**src/rtl/utf8_to_utf16_decoder_defines.svh**
```systemverilog
// Assertion macros shared by the decoder RTL.
`ifndef UTF8_TO_UTF16_DECODER_DEFINES_SVH
`define UTF8_TO_UTF16_DECODER_DEFINES_SVH

`ifndef SYNTHESIS
`define U2U_ASSERT(lbl, clk, rstn, prop, msg) \
  lbl: assert property (@(posedge clk) disable iff (!rstn) prop) else $error(msg);
`define U2U_ASSERT_NEVER(lbl, clk, rstn, cond, msg) \
  lbl: assert property (@(posedge clk) disable iff (!rstn) !(cond)) else $error(msg);
`else
`define U2U_ASSERT(lbl, clk, rstn, prop, msg)
`define U2U_ASSERT_NEVER(lbl, clk, rstn, cond, msg)
`endif

`endif

```
**src/rtl/u2u_pkg.sv**
```systemverilog
// Types and constants of the UTF-8 to UTF-16 decoder.
package u2u_pkg;

  localparam int unsigned CFG_ADDR_W = 3;

  localparam logic KIND_UNIT   = 1'b0;
  localparam logic KIND_STATUS = 1'b1;

  typedef enum logic [1:0] {
    ST_ZERO  = 2'd0,
    ST_FULL  = 2'd1,
    ST_ENDED = 2'd2,
    ST_TRUNC = 2'd3
  } status_e;

  typedef struct packed {
    logic [7:0] byte_in;
    logic       last_byte;
  } item_t;

  typedef struct packed {
    logic        kind;
    logic [15:0] unit;
    status_e     status;
    logic [2:0]  needed_bytes;
    logic [31:0] src_count;
    logic [15:0] dst_count;
    logic        last_of_run;
  } result_t;

  // One decoded sequence or string end, as handed from front to back.
  typedef struct packed {
    logic [1:0]  nunits;
    logic [15:0] unit0;
    logic [15:0] unit1;
    logic        has_status;
    status_e     status;
    logic [2:0]  need;
    logic [31:0] src;
    logic [15:0] dst_base;
  } op_t;

endpackage

```
**src/rtl/u2u_front.sv**
```systemverilog
// Front end: accepts bytes, assembles sequences and classifies them into ops.
module u2u_front import u2u_pkg::*; (
  input  logic        clk_i,
  input  logic        rst_ni,
  input  logic        accept_i,
  input  item_t       item_i,
  input  logic [15:0] cap_i,
  output logic        op_valid_o,
  output op_t         op_o
);

  localparam logic [31:0] SEQ_OFFSET [8] = '{
    32'h0, 32'h0, 32'h3080, 32'hE2080, 32'h3C82080, 32'hFA082080, 32'h82082080, 32'h0
  };

  function automatic logic [2:0] lead_length(input logic [7:0] b);
    logic [2:0] len;
    priority if (b == 8'h00) len = 3'd0;
    else if (b < 8'hC0) len = 3'd1;
    else if (b < 8'hE0) len = 3'd2;
    else if (b < 8'hF0) len = 3'd3;
    else if (b < 8'hF8) len = 3'd4;
    else if (b < 8'hFC) len = 3'd5;
    else len = 3'd6;
    return len;
  endfunction

  logic [2:0]  seq_total_q, seq_total_d;
  logic [2:0]  seq_seen_q, seq_seen_d;
  logic [31:0] code_accum_q, code_accum_d;
  logic [31:0] bytes_q, bytes_d;
  logic [15:0] units_q, units_d;
  logic        draining_q, draining_d;

  logic        new_seq;
  logic [2:0]  total, seen;
  logic [31:0] acc_base, acc, g, src_new;
  logic [32:0] src_wide;
  logic [19:0] v;
  logic        room1, room2, end_str, last;
  op_t         op;

  always_comb begin
    last     = item_i.last_byte;
    new_seq  = (seq_seen_q == 3'd0);
    total    = new_seq ? lead_length(item_i.byte_in) : seq_total_q;
    acc_base = new_seq ? 32'd0 : code_accum_q;
    acc      = {acc_base[25:0], 6'd0} + {24'd0, item_i.byte_in};
    seen     = (new_seq ? 3'd0 : seq_seen_q) + {2'd0, (total != 3'd0)};
    g        = acc - SEQ_OFFSET[total];
    v        = 20'(g - 32'h10000);
    src_wide = {1'b0, bytes_q} + 33'(total);
    src_new  = src_wide[32] ? 32'hFFFF_FFFF : src_wide[31:0];
    room1    = units_q < cap_i;
    room2    = ({1'b0, units_q} + 17'd1) < {1'b0, cap_i};
  end

  always_comb begin
    seq_total_d  = seq_total_q;
    seq_seen_d   = seq_seen_q;
    code_accum_d = code_accum_q;
    bytes_d      = bytes_q;
    units_d      = units_q;
    draining_d   = draining_q;
    op_valid_o   = 1'b0;
    op           = '0;
    end_str      = 1'b0;
    if (accept_i) begin
      if (draining_q) begin
        if (last) begin
          seq_total_d  = '0;
          seq_seen_d   = '0;
          code_accum_d = '0;
          bytes_d      = '0;
          units_d      = '0;
          draining_d   = 1'b0;
        end
      end else if (seen < total) begin
        if (last) begin
          op_valid_o    = 1'b1;
          op.has_status = 1'b1;
          op.status     = ST_TRUNC;
          op.need       = total;
          op.src        = bytes_q;
          op.dst_base   = units_q;
          seq_total_d   = '0;
          seq_seen_d    = '0;
          code_accum_d  = '0;
          bytes_d       = '0;
          units_d       = '0;
        end else begin
          seq_total_d  = total;
          seq_seen_d   = seen;
          code_accum_d = acc;
        end
      end else begin
        op_valid_o   = 1'b1;
        op.src       = src_new;
        op.dst_base  = units_q;
        seq_total_d  = '0;
        seq_seen_d   = '0;
        code_accum_d = '0;
        bytes_d      = src_new;
        if (!room1) begin
          op.status = ST_FULL;
          end_str   = 1'b1;
        end else if (g < 32'h10000) begin
          op.nunits = 2'd1;
          op.unit0  = g[15:0];
          if (g == 32'd0) begin
            op.status = ST_ZERO;
            end_str   = 1'b1;
          end else if (last) begin
            op.status = ST_ENDED;
            end_str   = 1'b1;
          end
        end else if (g < 32'h110000) begin
          if (!room2) begin
            op.status = ST_FULL;
            end_str   = 1'b1;
          end else begin
            op.nunits = 2'd2;
            op.unit0  = {6'b110110, v[19:10]};
            op.unit1  = {6'b110111, v[9:0]};
            if (last) begin
              op.status = ST_ENDED;
              end_str   = 1'b1;
            end
          end
        end else begin
          op.nunits = 2'd1;
          op.unit0  = 16'hFFFD;
          if (last) begin
            op.status = ST_ENDED;
            end_str   = 1'b1;
          end
        end
        units_d = units_q + 16'(op.nunits);
        if (end_str) begin
          op.has_status = 1'b1;
          if (last) begin
            bytes_d = '0;
            units_d = '0;
          end else begin
            draining_d = 1'b1;
          end
        end
      end
    end
    op_o = op;
  end

  always_ff @(posedge clk_i or negedge rst_ni) begin
    if (!rst_ni) begin
      seq_total_q  <= '0;
      seq_seen_q   <= '0;
      code_accum_q <= '0;
      bytes_q      <= '0;
      units_q      <= '0;
      draining_q   <= 1'b0;
    end else begin
      seq_total_q  <= seq_total_d;
      seq_seen_q   <= seq_seen_d;
      code_accum_q <= code_accum_d;
      bytes_q      <= bytes_d;
      units_q      <= units_d;
      draining_q   <= draining_d;
    end
  end

endmodule

```
**src/rtl/u2u_queue.sv**
```systemverilog
// Short op queue between the front end and the result generator.
`include "utf8_to_utf16_decoder_defines.svh"
module u2u_queue import u2u_pkg::*; #(
  parameter int unsigned Depth = 4
) (
  input  logic clk_i,
  input  logic rst_ni,
  input  logic wr_i,
  input  op_t  wr_data_i,
  output logic full_o,
  input  logic rd_i,
  output op_t  rd_data_o,
  output logic empty_o
);

  localparam int unsigned PtrW = (Depth > 1) ? $clog2(Depth) : 1;
  localparam int unsigned CntW = $clog2(Depth + 1);

  op_t             mem_q [Depth];
  logic [PtrW-1:0] wr_ptr_q, rd_ptr_q;
  logic [CntW-1:0] count_q;

  assign full_o    = (count_q == CntW'(Depth));
  assign empty_o   = (count_q == '0);
  assign rd_data_o = mem_q[rd_ptr_q];

  always_ff @(posedge clk_i) begin
    if (wr_i) begin
      mem_q[wr_ptr_q] <= wr_data_i;
    end
  end

  always_ff @(posedge clk_i or negedge rst_ni) begin
    if (!rst_ni) begin
      wr_ptr_q <= '0;
      rd_ptr_q <= '0;
      count_q  <= '0;
    end else begin
      if (wr_i) begin
        wr_ptr_q <= (wr_ptr_q == PtrW'(Depth - 1)) ? '0 : wr_ptr_q + 1'b1;
      end
      if (rd_i) begin
        rd_ptr_q <= (rd_ptr_q == PtrW'(Depth - 1)) ? '0 : rd_ptr_q + 1'b1;
      end
      if (wr_i && !rd_i) begin
        count_q <= count_q + 1'b1;
      end else if (rd_i && !wr_i) begin
        count_q <= count_q - 1'b1;
      end
    end
  end

  `U2U_ASSERT(a_count_bound, clk_i, rst_ni, count_q <= CntW'(Depth), "queue overfilled")
  `U2U_ASSERT_NEVER(a_rd_empty, clk_i, rst_ni, rd_i && empty_o, "read from empty queue")

endmodule

```
**src/rtl/u2u_back.sv**
```systemverilog
// Back end: expands each op into its unit and status results.
`include "utf8_to_utf16_decoder_defines.svh"
module u2u_back import u2u_pkg::*; (
  input  logic    clk_i,
  input  logic    rst_ni,
  input  logic    op_valid_i,
  input  op_t     op_i,
  output logic    op_take_o,
  output logic    result_valid_o,
  output result_t result_o,
  input  logic    result_pop_i
);

  logic [1:0] idx_q, idx_d;
  logic       valid_q, valid_d;
  result_t    result_q, result_d;
  logic       load, is_unit, is_last;
  logic [1:0] n_res;

  always_comb begin
    n_res   = op_i.nunits + {1'b0, op_i.has_status};
    load    = op_valid_i && (!valid_q || result_pop_i);
    is_unit = idx_q < op_i.nunits;
    is_last = (idx_q == n_res - 2'd1);

    result_d.kind         = is_unit ? KIND_UNIT : KIND_STATUS;
    result_d.unit         = !is_unit ? 16'd0 : ((idx_q == 2'd0) ? op_i.unit0 : op_i.unit1);
    result_d.status       = is_unit ? ST_ZERO : op_i.status;
    result_d.needed_bytes = is_unit ? 3'd0 : op_i.need;
    result_d.src_count    = op_i.src;
    result_d.dst_count    = op_i.dst_base +
                            (is_unit ? 16'(idx_q + 2'd1) : 16'(op_i.nunits));
    result_d.last_of_run  = is_last;

    op_take_o = load && is_last;
    idx_d     = idx_q;
    if (load) begin
      idx_d = is_last ? 2'd0 : idx_q + 2'd1;
    end
    valid_d = load || (valid_q && !result_pop_i);
  end

  always_ff @(posedge clk_i) begin
    if (load) begin
      result_q <= result_d;
    end
  end

  always_ff @(posedge clk_i or negedge rst_ni) begin
    if (!rst_ni) begin
      idx_q   <= '0;
      valid_q <= 1'b0;
    end else begin
      idx_q   <= idx_d;
      valid_q <= valid_d;
    end
  end

  assign result_valid_o = valid_q;
  assign result_o       = result_q;

  `U2U_ASSERT(a_status_no_unit, clk_i, rst_ni,
              valid_q && result_q.kind == KIND_STATUS |-> result_q.unit == 16'd0,
              "status result carries a unit")
  `U2U_ASSERT(a_unit_clean, clk_i, rst_ni,
              valid_q && result_q.kind == KIND_UNIT |->
                result_q.status == ST_ZERO && result_q.needed_bytes == 3'd0,
              "unit result carries status fields")
  `U2U_ASSERT(a_need_trunc, clk_i, rst_ni,
              valid_q && result_q.needed_bytes != 3'd0 |-> result_q.status == ST_TRUNC,
              "needed_bytes outside a truncated sequence")
  `U2U_ASSERT(a_status_ends_run, clk_i, rst_ni,
              valid_q && result_q.kind == KIND_STATUS |-> result_q.last_of_run,
              "status result not last of its run")

endmodule

```
**src/rtl/utf8_to_utf16_decoder.sv**
```systemverilog
// Top level of the streaming UTF-8 to UTF-16 decoder.
//
//   channel   handshake               payload
//   input     push / full             item_i   (byte_in, last_byte)
//   result    empty / pop             result_o (kind .. last_of_run)
//   config    psel/penable/pwrite     paddr, pwdata, prdata (dst_capacity at 0x0)
//
// One byte is accepted per cycle while the op queue has room; the front end decodes it
// in that cycle. The back end drives one result per cycle from a registered output while
// results are popped; a byte that yields a surrogate pair plus status gives three results.
// Sustained rate is set by the back end: results per byte, one result per cycle if popped.
// Reset clears the string state and loads dst_capacity with 0xFFFF; no clearing pass.
// full rises only when the op queue is full; a stalled result never blocks input directly.
module utf8_to_utf16_decoder import u2u_pkg::*; #(
  parameter int unsigned QueueDepth = 4
) (
  input  logic                  clk_i,
  input  logic                  rst_ni,
  input  logic                  push,
  output logic                  full,
  input  item_t                 item_i,
  output logic                  empty,
  input  logic                  pop,
  output result_t               result_o,
  input  logic                  psel,
  input  logic                  penable,
  input  logic                  pwrite,
  input  logic [CFG_ADDR_W-1:0] paddr,
  input  logic [31:0]           pwdata,
  output logic [31:0]           prdata,
  output logic                  pready
);

  logic [15:0] cap_q;
  logic        accept, op_valid, q_full, q_empty, op_take, res_valid;
  op_t         op_wr, op_rd;

  assign pready = 1'b1;
  assign prdata = (paddr[2] == 1'b0) ? {16'd0, cap_q} : 32'd0;

  always_ff @(posedge clk_i or negedge rst_ni) begin
    if (!rst_ni) begin
      cap_q <= 16'hFFFF;
    end else if (psel && penable && pwrite && pready && paddr[2] == 1'b0) begin
      cap_q <= pwdata[15:0];
    end
  end

  assign accept = push && !q_full;
  assign full   = q_full;
  assign empty  = !res_valid;

  u2u_front u_front (
    .clk_i      (clk_i),
    .rst_ni     (rst_ni),
    .accept_i   (accept),
    .item_i     (item_i),
    .cap_i      (cap_q),
    .op_valid_o (op_valid),
    .op_o       (op_wr)
  );

  u2u_queue #(
    .Depth (QueueDepth)
  ) u_queue (
    .clk_i     (clk_i),
    .rst_ni    (rst_ni),
    .wr_i      (op_valid),
    .wr_data_i (op_wr),
    .full_o    (q_full),
    .rd_i      (op_take),
    .rd_data_o (op_rd),
    .empty_o   (q_empty)
  );

  u2u_back u_back (
    .clk_i          (clk_i),
    .rst_ni         (rst_ni),
    .op_valid_i     (!q_empty),
    .op_i           (op_rd),
    .op_take_o      (op_take),
    .result_valid_o (res_valid),
    .result_o       (result_o),
    .result_pop_i   (pop)
  );

endmodule

```
**config.mk**
```make
export PLATFORM = sky130hd
export DESIGN_NAME = utf8_to_utf16_decoder
export DESIGN_NICKNAME = d
export VERILOG_FILES = /design/src/rtl/u2u_pkg.sv /design/src/rtl/u2u_front.sv /design/src/rtl/u2u_queue.sv /design/src/rtl/u2u_back.sv /design/src/rtl/utf8_to_utf16_decoder.sv
export VERILOG_INCLUDE_DIRS = /design/src /design/src/rtl
export SDC_FILE = /design/constraint.sdc
export NUM_CORES = 1
export LEC_CHECK = 0
export BUFFER_PORTS_ARGS = -buffer_cell sky130_fd_sc_hd__buf_2
export CELL_PAD_IN_SITES_DETAIL_PLACEMENT = 1
export CELL_PAD_IN_SITES_GLOBAL_PLACEMENT = 1
export CORE_UTILIZATION = 40
export CTS_CLUSTER_SIZE = 30
export DETAILED_ROUTE_END_ITERATION = 12
export HOLD_SLACK_MARGIN = 0.12
export PLACE_DENSITY_LB_ADDON = 0.3
export SLEW_MARGIN = 15
export SYNTH_ARGS = -nofsm -noshare
export SYNTH_HDL_FRONTEND = slang
export SYNTH_SLANG_ARGS = --single-unit
```
**constraint.sdc**
```tcl
create_clock -name clk_i -period 7.1 [get_ports clk_i]
set_input_delay 0.355 -clock clk_i [delete_from_list [all_inputs] [get_ports clk_i]]
set_output_delay 0.355 -clock clk_i [all_outputs]
set_load 0.005 [all_outputs]
```
After elaboration in Yosys (flattened, before gate mapping)
Memory sizes are Yosys's and may differ from the RTL's.
Index checks and enable logic that the tools add are counted.
{ "op_classes": {"addsub": 16, "n_mul": 0, "div": 0, "n_lt_le_gt_ge": 12, "n_eq_ne": 5, "n_shift": 0, "n_mux": 83, "bitwise": 2, "n_reduce_logical": 25} }
{ "ops": {"columns": ["cell", "count"], "rows": [
  ["$mux W32", 8],
  ["$mux W34", 6],
  ["$mux W88", 2],
  ["$mux W16", 10],
  ["$mux W26", 5],
  ["$mux W3", 18],
  ["$mux W54", 1],
  ["$mux W48", 1],
  ["$lt A8 B8 Y1 const B", 5],
  ["$mux W18", 2],
  ["$add A32 B3 Y33", 1],
  ["$add A32 B8 Y32", 1],
  ["$logic_not A32 Y1", 1],
  ["$lt A32 B17 Y1 const B", 1],
  ["$lt A32 B21 Y1 const B", 1],
  ["$sub A32 B32 Y32", 1],
  ["$mux W1", 20],
  ["$mux W2", 10],
  ["$sub A20 B17 Y20 const B", 1],
  ["$add A16 B1 Y17 const B", 1],
  ["$lt A17 B16 Y1", 1],
  ["$add A16 B16 Y16", 1],
  ["$add A16 B2 Y16", 1],
  ["$lt A16 B16 Y1", 1],
  ["other kinds (25)", 43]
]} }
{ "word_totals": {"ff_bits": 178, "latch_bits": 0, "mem_bits_rw": 352, "romBits": 256, "inputBits": 51, "out_inout_bits": 106, "elab_cells": 164, "memories": 2} }
{ "mem_list": {"columns": ["memory", "depth", "width", "rd", "rd_clocked_by_memory_dff", "wr", "line", "rtl"], "rows": [
  ["u_queue.mem_q", 4, 88, 1, 0, 1, "u2u_queue.sv:19", "op_t mem_q [Depth];"],
  ["(no name shown)", 8, 32, 1, 0, 0, "u2u_front.sv:50", "g = acc - SEQ_OFFSET[total];"]
]} }

Logic depth before layout (Yosys ltp)
Gate-level depths: netlist of the first run.
{ "depth": {"word_depth": 26, "depth_mapped": 35, "ltp_nobuf": 29} }

Modules after synthesis
From an unflattened synthesis of the first run, not the netlist that was laid out.
{ "hier_totals": {"hier_cells": 1845, "hier_area_um2": 25435.6} }
{ "by_module_without_submodules": {"columns": ["module", "instances", "cells_per_inst", "area_per_inst_um2", "seq_area_each_um2"], "rows": [
  ["u2u_queue", 1, 497, 13203.9, 10745.3],
  ["u2u_front", 1, 1088, 8299.2, 2026.9],
  ["u2u_back", 1, 187, 2999.1, 2207.1],
  ["utf8_to_utf16_decoder", 1, 73, 933.4, 420.4]
]} }

Worst setup path before layout of the first run
OpenSTA, ideal clock, no wires.
{ "synth_timing": {"path_kind": "reg-to-reg", "start": "register u_front.seq_seen_q[2]", "end": "memory u_queue.mem_q[0][0] in the netlist's numbering (enable)", "setup_ns": 0.533, "arrival_time_ns": 7.076, "required_ns": 6.567, "setup_slack_ns": -0.509, "path_stages_with_launch": 19, "n_path_buf": 5, "synth_period_minus_slack_ns": 7.609, "path_cell_list": "dfrtp_1 > buf_6 > or3_1 > buf_2 > buf_2 > a21oi_1 > ha_1 > nand2_1 > ha_1 > ha_1 > ha_1 > inv_1 > o21bai_1 > a21oi_1 > clkbuf_1 > nor2_1 > nor2_1 > clkbuf_1 > nor2b_1"} }
{ "synth_between": {"elab_chain_len": 10, "word_cells_on_any_way": 11, "cone_classes": "add/sub (1); order compare (1); mux (7); reduce/logical (2)"} }
{ "synth_lines": {"columns": ["element", "line", "rtl"], "rows": [
  ["start: declaration", "u2u_front.sv:29", "logic [2:0] seq_seen_q, seq_seen_d;"],
  ["start signal: assignment", "u2u_front.sv:163", "seq_seen_q <= seq_seen_d;"],
  ["$logic_not A3 Y1", "u2u_front.sv:45", "new_seq = (seq_seen_q == 3'd0);"],
  ["$mux W3", "u2u_front.sv:46", "total = new_seq ? lead_length(item_i.byte_in) : seq_total_q;"],
  ["$reduce_bool A3 Y1", "u2u_front.sv:49", "seen = (new_seq ? 3'd0 : seq_seen_q) + {2'd0, (total != 3'd0)};"],
  ["$add A3 B1 Y3", "u2u_front.sv:49", null],
  ["$lt A3 B3 Y1 (*)", "u2u_front.sv:78", "end else if (seen < total) begin"],
  ["$mux W1 (*)", "u2u_front.sv:78", null],
  ["$mux W1 (*)", "u2u_front.sv:69", "if (draining_q) begin"],
  ["$mux W1 (*)", "u2u_front.sv:68", "if (accept_i) begin"],
  ["$mux W1 (*)", "u2u_queue.sv:28", "if (wr_i) begin"],
  ["$mux W1 (implied by the code) (*)", "u2u_queue.sv:29", "mem_q[wr_ptr_q] <= wr_data_i;"],
  ["end: declaration", "u2u_queue.sv:19", null]
]} }
Every way passes the cells marked *; elsewhere a longest branch is shown, timed or not.

Worst setup path after layout of the first run
{ "layout_timing": {"start": "register u_front.seq_seen_q[2]", "end": "register u_front.units_q[9]"} }
{ "layout_between": {"elab_chain_len": 19, "word_cells_on_any_way": 34, "cone_classes": "add/sub (4); order compare (3); mux (22); bitwise (1); reduce/logical (3); memory (1)"} }
{ "layout_lines": {"columns": ["element", "line", "rtl"], "rows": [
  ["parallel branches: the longest is 17 deep, another holds $add A32 B8 Y32", null, null],
  ["$mux W16 (*)", "u2u_front.sv:78", null],
  ["$mux W16 (*)", "u2u_front.sv:69", null],
  ["end signal: assignment", "u2u_front.sv:166", "units_q <= units_d;"],
  ["end: declaration", "u2u_front.sv:32", "logic [15:0] units_q, units_d;"]
]} }
Every way passes the cells marked *. The select of a mux whose other input is x is not followed.
A chain may end at the register's enable or synchronous reset.

==> qor.yml, run 1 <==
dieArea_um2: 61800
yosysWarnings: 0
clkLatencyLatePin_ns: 0.60
die_x_um: 249
drive_gt1_frac: 0.217
max-vdd-ir-drop_v: 0.000288
multiInputGateArea_um2: 9080
core_um2: 60200
synth-simple-area-share: 0.104
critPathKind: "reg2reg"
firstDrtPassIters: 5
crit_slowest_cell: "or4b_4"
final_nets: 2084
first_global_vias: 16200
dieHeight_um: 249
synth_compound_area_frac: 0.0869
num_rows: 90
min_period_ns: 6.70
fmax_mhz: 149
final-max-slew-violation-count: 0
synthMuxAreaShare: 0.0941
fin_ws_ns: 0.399
tritoncts: "yes"
io_pins: 157
netlist_area_um2: 24300
maxSlewHeadroom: 0.299
ys_ff_latch: 506
port_buffers: 121
finalCritPeriodShare: 0.944
syn_area_per_cell_um2: 13.6
synth.top_cell.area_share: 0.493
clkTransAtPathRegs_ns: 0.06
seq_area_um2: 14700
antenna_left: 0
cp-start-kind: "flop"
async_reset_ff_frac: 0.211
ctsRootBufferMaster: "clkbuf_16"
synth_top_area_cell: "edfxtp_1"
worstPathArrival_ns: 7.20
yosysMostFrequentCell: "edfxtp_1"
grt_max_degree: 67
cts.path.max_buffers: 3
slowest_delay_ns: 0.59
dpl.hpwl_um: 39900
cpMostUsedCell: "ha_1"
synth_xor_area_frac: 0.0371
drt-total-wl_um: 59800
drtIter0Drc: 924
power_leakage_uw: 0.0107
status: "finished, final reports clean"
crit_fanout: 15
worst_slew_pin_slew_ns: 1.05
area_growth_pct: 15.0
synth_top_family_by_area: "simple AND/OR/NAND/NOR gates"
drv_cap: 0
fill_cells: 6029
overflow: 0
seq_area_frac_synth: 0.604
p_total_uw: 11200
place_ws_ns: 0.120
p_per_area_nw_per_um2: 400
gp_congestion: 0.839
critical_path.top_delay_family: "simple AND/OR/NAND/NOR gates"
grt_pass1_wl_um: 93700
path_buf_inv: 3
synth_area_leaders: "edfxtp_1, dfrtp_1, mux4_2"
htreeDepth: 2
synth.distinct_cells: 84
yosys_most_used_dff: "edfxtp_1"
start_util: 0.404
setup_viol: 0
drcViolationCount: 0
synth-edff-count: 399
antenna_found_initial: 0
drt-vias-per-instance: 5.53
synth_cells: 1785
wire_per_inst_um: 21.6
n_antenna_cell: 0
vias: 15300
synthTopCellsByCount: "edfxtp_1, nor2_1, nand2_1"
synthAdderAreaFrac: 0.0432
hp-class: "in2reg"
skew_ns: 0.0285
numCtsBuffers: 51
track_usage: 0.193
finalHoldViolations: 0
cp-end-kind: "flop"
cts_num_sinks: 506
required_ns: 7.60
cells in the final DEF (no fill, tap or decap), drive strengths merged, types with 10 or more instances in the layout:
cell,netlist,layout
conb,2,17
dfstp,16,16
clkbuf,53,64
nor2,128,128
xnor2,56,56
nand3,47,48
nor3,22,22
mux4,82,82
edfxtp,399,399
dfrtp,91,91
o31ai,10,10
a211oi,11,11
dlygate4sd3,0,21
xor2,47,47
mux2,22,22
nand4,19,19
nand2b,19,19
a21oi,85,85
inv,67,69
a22o,43,43
and3,25,25
clkinv,1,20
or3,11,11
a21o,25,25
mux2i,19,19
nand2,111,111
nor4,20,20
nor2b,24,24
buf,50,180
and2,18,18
ha,76,76
o21ai,80,80
what timing repair did:
action | in CTS | in global routing
setup endpoints to repair | 1 | 12
hold buffers | 21 | 0
gates cloned | 0 | 1
buffers inserted | 0 | 1
hold endpoints to repair | 46 | 0
gates resized for setup | 1 | 12
pin swaps | 0 | 3
registers in the layout, summed over array words and instances, names as in the netlist:
register / cells
cap_q: 16
u_back.idx_q: 2
u_back.result_o: 71
u_back.result_valid_o: 1
u_front.bytes_q: 32
u_front.code_accum_q: 26
u_front.draining_q: 1
u_front.seq_seen_q: 3
u_front.seq_total_q: 3
u_front.units_q: 16
u_queue.count_q: 3
u_queue.mem_q: 328
u_queue.rd_ptr_q: 2
u_queue.wr_ptr_q: 2
power breakdown:
part / internal (uW) / switching, uW
clock network: 1560 / 1140
registers: 4340 / 340
logic: 1510 / 2290
worst paths after layout:
kind | startpoint | to | slack [ns] | depth (start not counted)
max | u_front.seq_seen_q[2]$_DFFE_PN0P_ | u_front.units_q[9]$_DFFE_PN0P_ | 0.40 | 27
max in group asynchronous | rst_ni | u_queue.rd_ptr_q[0]$_DFFE_PN0P_ | 5.23 | 3
min reg2reg | u_front.code_accum_q[20]$_DFFE_PN0P_ | u_front.code_accum_q[20]$_DFFE_PN0P_ | 0.50 | 2
max reg2reg | u_front.seq_seen_q[2]$_DFFE_PN0P_ | u_front.units_q[9]$_DFFE_PN0P_ | 0.40 | 27
min in group asynchronous | rst_ni | u_front.code_accum_q[4]$_DFFE_PN0P_ | 0.33 | 2
min | item_i[4] | u_front.code_accum_q[3]$_DFFE_PN0P_ | 0.18 | 3
layer usage:
metal  vias to the layer above  GRT usage  share of wire
met5                         -          0              0
met4                         0     0.0476          0.017
met3                        68     0.0278          0.035
met2                       243      0.330           0.50
met1                      7973      0.258           0.45
li1                       7060          -              -
stage by stage:
step / util / setup TNS (ns) / hold WS (ns) / cells / area, um2
finish: 0.464 / 0 / 0.176 / 2775 / 28000
global route: 0.464 / -0.00596 / 0.170 / 2775 / 28000
global placement: 0.431 / 0 / 0.406 / 2658 / 26000
detailed placement: 0.431 / 0 / 0.418 / 2658 / 26000
floorplan: - / -123.39 / 0.0594 / 1800 / 24400
CTS: 0.463 / 0 / 0.146 / 2773 / 27900
worst register-to-register path: stages, from the launching register on:
cell,delay (ns)
dfrtp_1,0.38
or3_1,0.40
buf_4,0.22
nand2_1,0.14
inv_1,0.07
ha_1,0.32
a21oi_2,0.08
nor3_2,0.22
buf_4,0.21
xnor2_1,0.13
nor2_1,0.07
ha_1,0.36
and2_1,0.19
a32oi_1,0.24
nand2_1,0.23
mux2i_1,0.17
or3_2,0.52
nand3b_4,0.21
xnor2_1,0.14
or4b_4,0.59
nor2_1,0.20
ha_1,0.18
a21oi_1,0.04
or4_1,0.45
nor2_2,0.17
nand3_2,0.15
or3_1,0.35
a21oi_1,0.16
cells by family after synthesis:
kind of cell | count (synthesis)
other cells | 2
xor+xnor | 103
flops | 506
simple gates | 481
mux | 123
compound gates | 318
buf+inv | 171
fa+ha+maj | 81
final cells by class:
type,count,area share
Sequential cell,506,0.525
Inverter,68,0.00913
Clock inverter,30,0.0100
Multi-Input combinational cell,1124,0.325
Clock buffer,64,0.0507
Tap cell,782,0.0350
Timing Repair Buffer,201,0.0451
(Power assumes the default switching activity.)
==> inputs of run 2 (changes only) <==
Settings changed: CORE_ASPECT_RATIO set to 0.7.
==> run 2 against run 1 <==
Sequential share of layout area barely moved. Clock-buffer cell count fell by 2. Cell count rose by 0.58%. Critical path type unchanged. Largest power group unchanged.
==> qor.yml, run 2 (synthesis gave the netlist of run 1 again) <==
port_buffers: 121
antenna_found_initial: 1
cpMostUsedCell: "nor2_2"
worstPathArrival_ns: 7.20
grt_pass1_wl_um: 96500
die_x_um: 297
numCtsBuffers: 52
slowest_delay_ns: 0.54
critical_path.top_delay_family: "simple AND/OR/NAND/NOR gates"
finalHoldViolations: 0
crit_fanout: 15
vias: 15600
grt_max_degree: 83
final-max-slew-violation-count: 0
wire_per_inst_um: 22.2
dieArea_um2: 61800
power_leakage_uw: 0.0106
final_nets: 2072
critPathKind: "reg2reg"
clkLatencyLatePin_ns: 0.62
core_um2: 60000
first_global_vias: 16400
mostFrequentLayoutCells: "edfxtp_1, nor2_1, buf_2, nand2_1, dfrtp_1"
tns_ns: 0
overflow: 0
setup_viol: 0
drt-vias-per-instance: 5.58
p_total_uw: 11300
cp-start-kind: "flop"
dp_cells: 2673
start_util: 0.406
drive_gt1_frac: 0.214
area_growth_pct: 15.0
reg2reg_slack_ns: 0.43
fmax_mhz: 150
p_per_area_nw_per_um2: 403
hp-class: "in2reg"
firstDrtPassIters: 7
max-vdd-ir-drop_v: 0.000208
status: "finished, final reports clean"
cp-end-kind: "flop"
crit_slowest_cell: "or4b_4"
final_common_cell: "edfxtp_1"
required_ns: 7.63
htreeDepth: 2
placed_area_um2: 26000
path_buf_inv: 3
largest_reg_flops: 328
num_rows: 75
finalCritPeriodShare: 0.940
min_period_ns: 6.67
layout.cells.non_filler: 2791
ctsRootBufferMaster: "clkbuf_16"
track_usage: 0.201
clkTransAtPathRegs_ns: 0.06
drv_cap: 0
maxSlewHeadroom: 0.216
dieHeight_um: 208
worst_slew_pin_slew_ns: 1.17
design_area_um2: 28000
cts.path.max_buffers: 3
dpl.hpwl_um: 42100
cts_num_sinks: 506
skew_ns: 0.0293
gp_congestion: 0.844
io_pins: 157
top_register: "u_queue.mem_q"
antenna_left: 0
drt-total-wl_um: 62000
drcViolationCount: 0
tritoncts: "yes"
drtIter0Drc: 964
## run 2: worst min-delay path, stage by stage
cell,delay (ns)
buf_2,0.10
inv_1,0.13
o21ai_0,0.18
## run 2: what timing repair did
item | 4_1_cts | 5_1_grt
setup buffers | 0 | 1
hold endpoints to repair | 51 | 0
gates resized for setup | 0 | 26
endpoints found under the setup margin | 0 | 12
hold buffers | 20 | 0
## run 2: final timing paths
check | startpoint | to | cells after the start
worst min-delay path | item_i[1] | u_front.code_accum_q[0]$_DFFE_PN0P_ | 3
worst max register to register | u_front.seq_seen_q[1]$_DFFE_PN0P_ | u_front.units_q[9]$_DFFE_PN0P_ | 29
min in group asynchronous | rst_ni | u_front.code_accum_q[2]$_DFFE_PN0P_ | 2
worst min register to register | u_front.code_accum_q[0]$_DFFE_PN0P_ | u_front.code_accum_q[0]$_DFFE_PN0P_ | 2
max in group asynchronous | rst_ni | u_front.seq_seen_q[1]$_DFFE_PN0P_ | 3
worst max-delay path | u_front.seq_seen_q[1]$_DFFE_PN0P_ | u_front.units_q[9]$_DFFE_PN0P_ | 29
## run 2: layer usage
metal	global-route usage	share of wire
met3	0.0303	0.050
met1	0.302	0.49
met2	0.305	0.44
met5	0	0
met4	0.0511	0.018
## run 2: final cells by class
type / count / area [um2]
clock inverters: 33 / 307
well taps: 808 / 1010
repair buffers: 189 / 1230
diodes: 2 / 5.00
clock buffers: 62 / 1340
fillers: 6026 / 32000
multi-input cells: 1123 / 9130
inverters: 68 / 259
flip-flops and latches: 506 / 14700
## run 2: power by group
part / internal (uW) / switching (uW) / total (uW) / leakage [uW]
clock network: 1500 / 1180 / 2680 / 0.000792
logic: 1540 / 2420 / 3960 / 0.00464
registers: 4330 / 308 / 4640 / 0.00519
## run 2: through the flow
step / setup slack [ns] / hold WS (ns) / utilization
finish: 0.425 / 0.211 / 0.467
global route: -0.0342 / 0.230 / 0.466
CTS: 0.0897 / 0.175 / 0.465
floorplan: -0.502 / 0.0594 / -
global placement: 0.337 / 0.447 / 0.434
detailed placement: 0.0954 / 0.456 / 0.434
==> inputs of run 3 (changes only) <==
Settings changed: CORE_ASPECT_RATIO 0.7 to 0.5, PLACE_DENSITY_LB_ADDON 0.3 to 0.05.
==> run 3 against run 2 <==
Routed wire length grew 0.20%. Sequential share of layout area fell by 0.44 points. Core utilization increased by 0.62 points. Critical endpoint is now u_front.units_q[13]$_DFFE_PN0P_. Hold slack worse by 0.035 ns. Cell count up 0.18%. Global-route usage grew 0.31 points.
==> qor.yml, run 3 (synthesis gave the netlist of run 1 again) <==
status: "finished, final reports clean"
top_layer: "met4"
track_usage: 0.204
num_rows: 63
critPathKind: "reg2reg"
fill_cells: 6080
grt_pass1_wl_um: 96900
dieHeight_um: 176
max-vdd-ir-drop_v: 0.000224
cp-end-kind: "flop"
slowest_delay_ns: 0.63
cts.path.max_buffers: 3
largest_reg_flops: 328
maxSlewHeadroom: 0.203
min_period_ns: 6.64
top_register: "u_queue.mem_q"
drcViolationCount: 0
crit_slowest_cell: "or4b_2"
finalHoldViolations: 0
vias: 15400
power_leakage_uw: 0.0107
worstReg2RegStart: "u_front.seq_seen_q[2]$_DFFE_PN0P_"
drtIter0Drc: 829
wl_met2_um: 29400
finalCritPeriodShare: 0.936
worst_slew_pin_slew_ns: 1.19
required_ns: 7.61
r2r-end: "u_front.units_q[13]$_DFFE_PN0P_"
worstPathArrival_ns: 7.15
antenna_found_initial: 1
htreeDepth: 2
tritoncts: "yes"
fin_ws_ns: 0.457
n_antenna_cell: 0
port_buffers: 121
p_per_area_nw_per_um2: 407
setup_viol: 0
skew_ns: 0.0238
whs_path_depth: 3
gp_congestion: 0.778
area_growth_pct: 16.0
drt-total-wl_um: 62200
io_pins: 157
worstRegToRegCells: 28
dpl.hpwl_um: 42300
startpoint: "u_front.seq_seen_q[2]$_DFFE_PN0P_"
ctsRootBufferMaster: "clkbuf_16"
cts_num_sinks: 506
grt_max_degree: 68
hp-class: "in2reg"
m1WireLength_um: 29500
worstHoldStart: "item_i[6]"
wire_per_inst_um: 22.2
multiInputGateArea_um2: 9140
seq_area_um2: 14700
dieArea_um2: 61900
place_ws_ns: 0.0883
first_global_vias: 16600
fmax_mhz: 151
clkLatencyLatePin_ns: 0.60
mostFrequentLayoutCells: "edfxtp_1, nor2_1, buf_2, nand2_1, dfrtp_1"
drive_gt1_frac: 0.219
drt-vias-per-instance: 5.49
met3_length_um: 2440
core_um2: 59700
rsz0062_at_grt: "no"
p_total_uw: 11500
design_area_um2: 28200
final_common_cell: "edfxtp_1"
antenna_left: 0
firstDrtPassIters: 5
crit_fanout: 9
final-max-slew-violation-count: 0
reg2reg_slack_ns: 0.46
die_x_um: 351
postLayoutCoreUtil: 0.473
drv_cap: 0
placed_area_um2: 26100
final_nets: 2076
clkTransAtPathRegs_ns: 0.07
start_util: 0.408
overflow: 0
numCtsBuffers: 48
whs_endpoint: "u_front.code_accum_q[5]$_DFFE_PN0P_"
cp-start-kind: "flop"
==> run 3: how the worst max path moves through the flow <==
| stage | to | cells after the start |
|---|---|---|
| after floorplan | u_queue.mem_q[1][0]$_DFFE_PP_ | 18 |
| after global placement | u_front.units_q[15]$_DFFE_PN0P_ | 30 |
| after detailed placement | u_front.units_q[13]$_DFFE_PN0P_ | 30 |
| after CTS | u_front.units_q[13]$_DFFE_PN0P_ | 30 |
| after global routing | u_front.units_q[9]$_DFFE_PN0P_ | 29 |
| final | u_front.units_q[13]$_DFFE_PN0P_ | 28 |
==> run 3: where the power goes <==
| group | total [uW] | switching, uW | internal (uW) |
|---|---|---|---|
| Sequential | 4660 | 330 | 4330 |
| Clock | 2870 | 1200 | 1670 |
| Combinational | 3970 | 2390 | 1580 |
==> run 3: area by class of cell <==
| class | instances | area share |
|---|---|---|
| clock buffers | 57 | 0.0452 |
| clock inverters | 33 | 0.0166 |
| inverters | 68 | 0.00905 |
| multi-input cells | 1123 | 0.324 |
| flip-flops and latches | 506 | 0.521 |
| well taps | 812 | 0.0360 |
| repair buffers | 197 | 0.0483 |
==> run 3: stage by stage <==
stage          setup TNS, ns  hold WS, ns  instances
2_1_floorplan        -123.39       0.0594       1800
3_3_place_gp               0        0.402       2681
3_5_place_dp               0        0.405       2681
4_1_cts                    0        0.139       2794
5_1_grt                    0        0.225       2796
6_report                   0        0.175       2796
==> run 3: worst max-delay path, delay by kind of cell (launching register included) <==
| kind | cells | cell delay, ns |
|---|---|---|
| compound gates | 6 | 0.80 |
| xor+xnor | 1 | 0.21 |
| simple gates | 16 | 3.98 |
| flops | 1 | 0.35 |
| fa+ha+maj | 4 | 1.13 |
| buf+inv | 1 | 0.07 |
==> run 3: repair_timing <==
action,in CTS,in global routing
setup buffers,0,1
endpoints found under the hold margin,55,0
resized for setup,0,26
setup endpoints to repair,0,12
hold buffers,23,0
==> run 3: routing by layer <==
metal  vias up  track usage
li1       7051            -
met1      7986        0.286
met2       250        0.337
met3        69       0.0345
met4         0       0.0386
met5         -            0
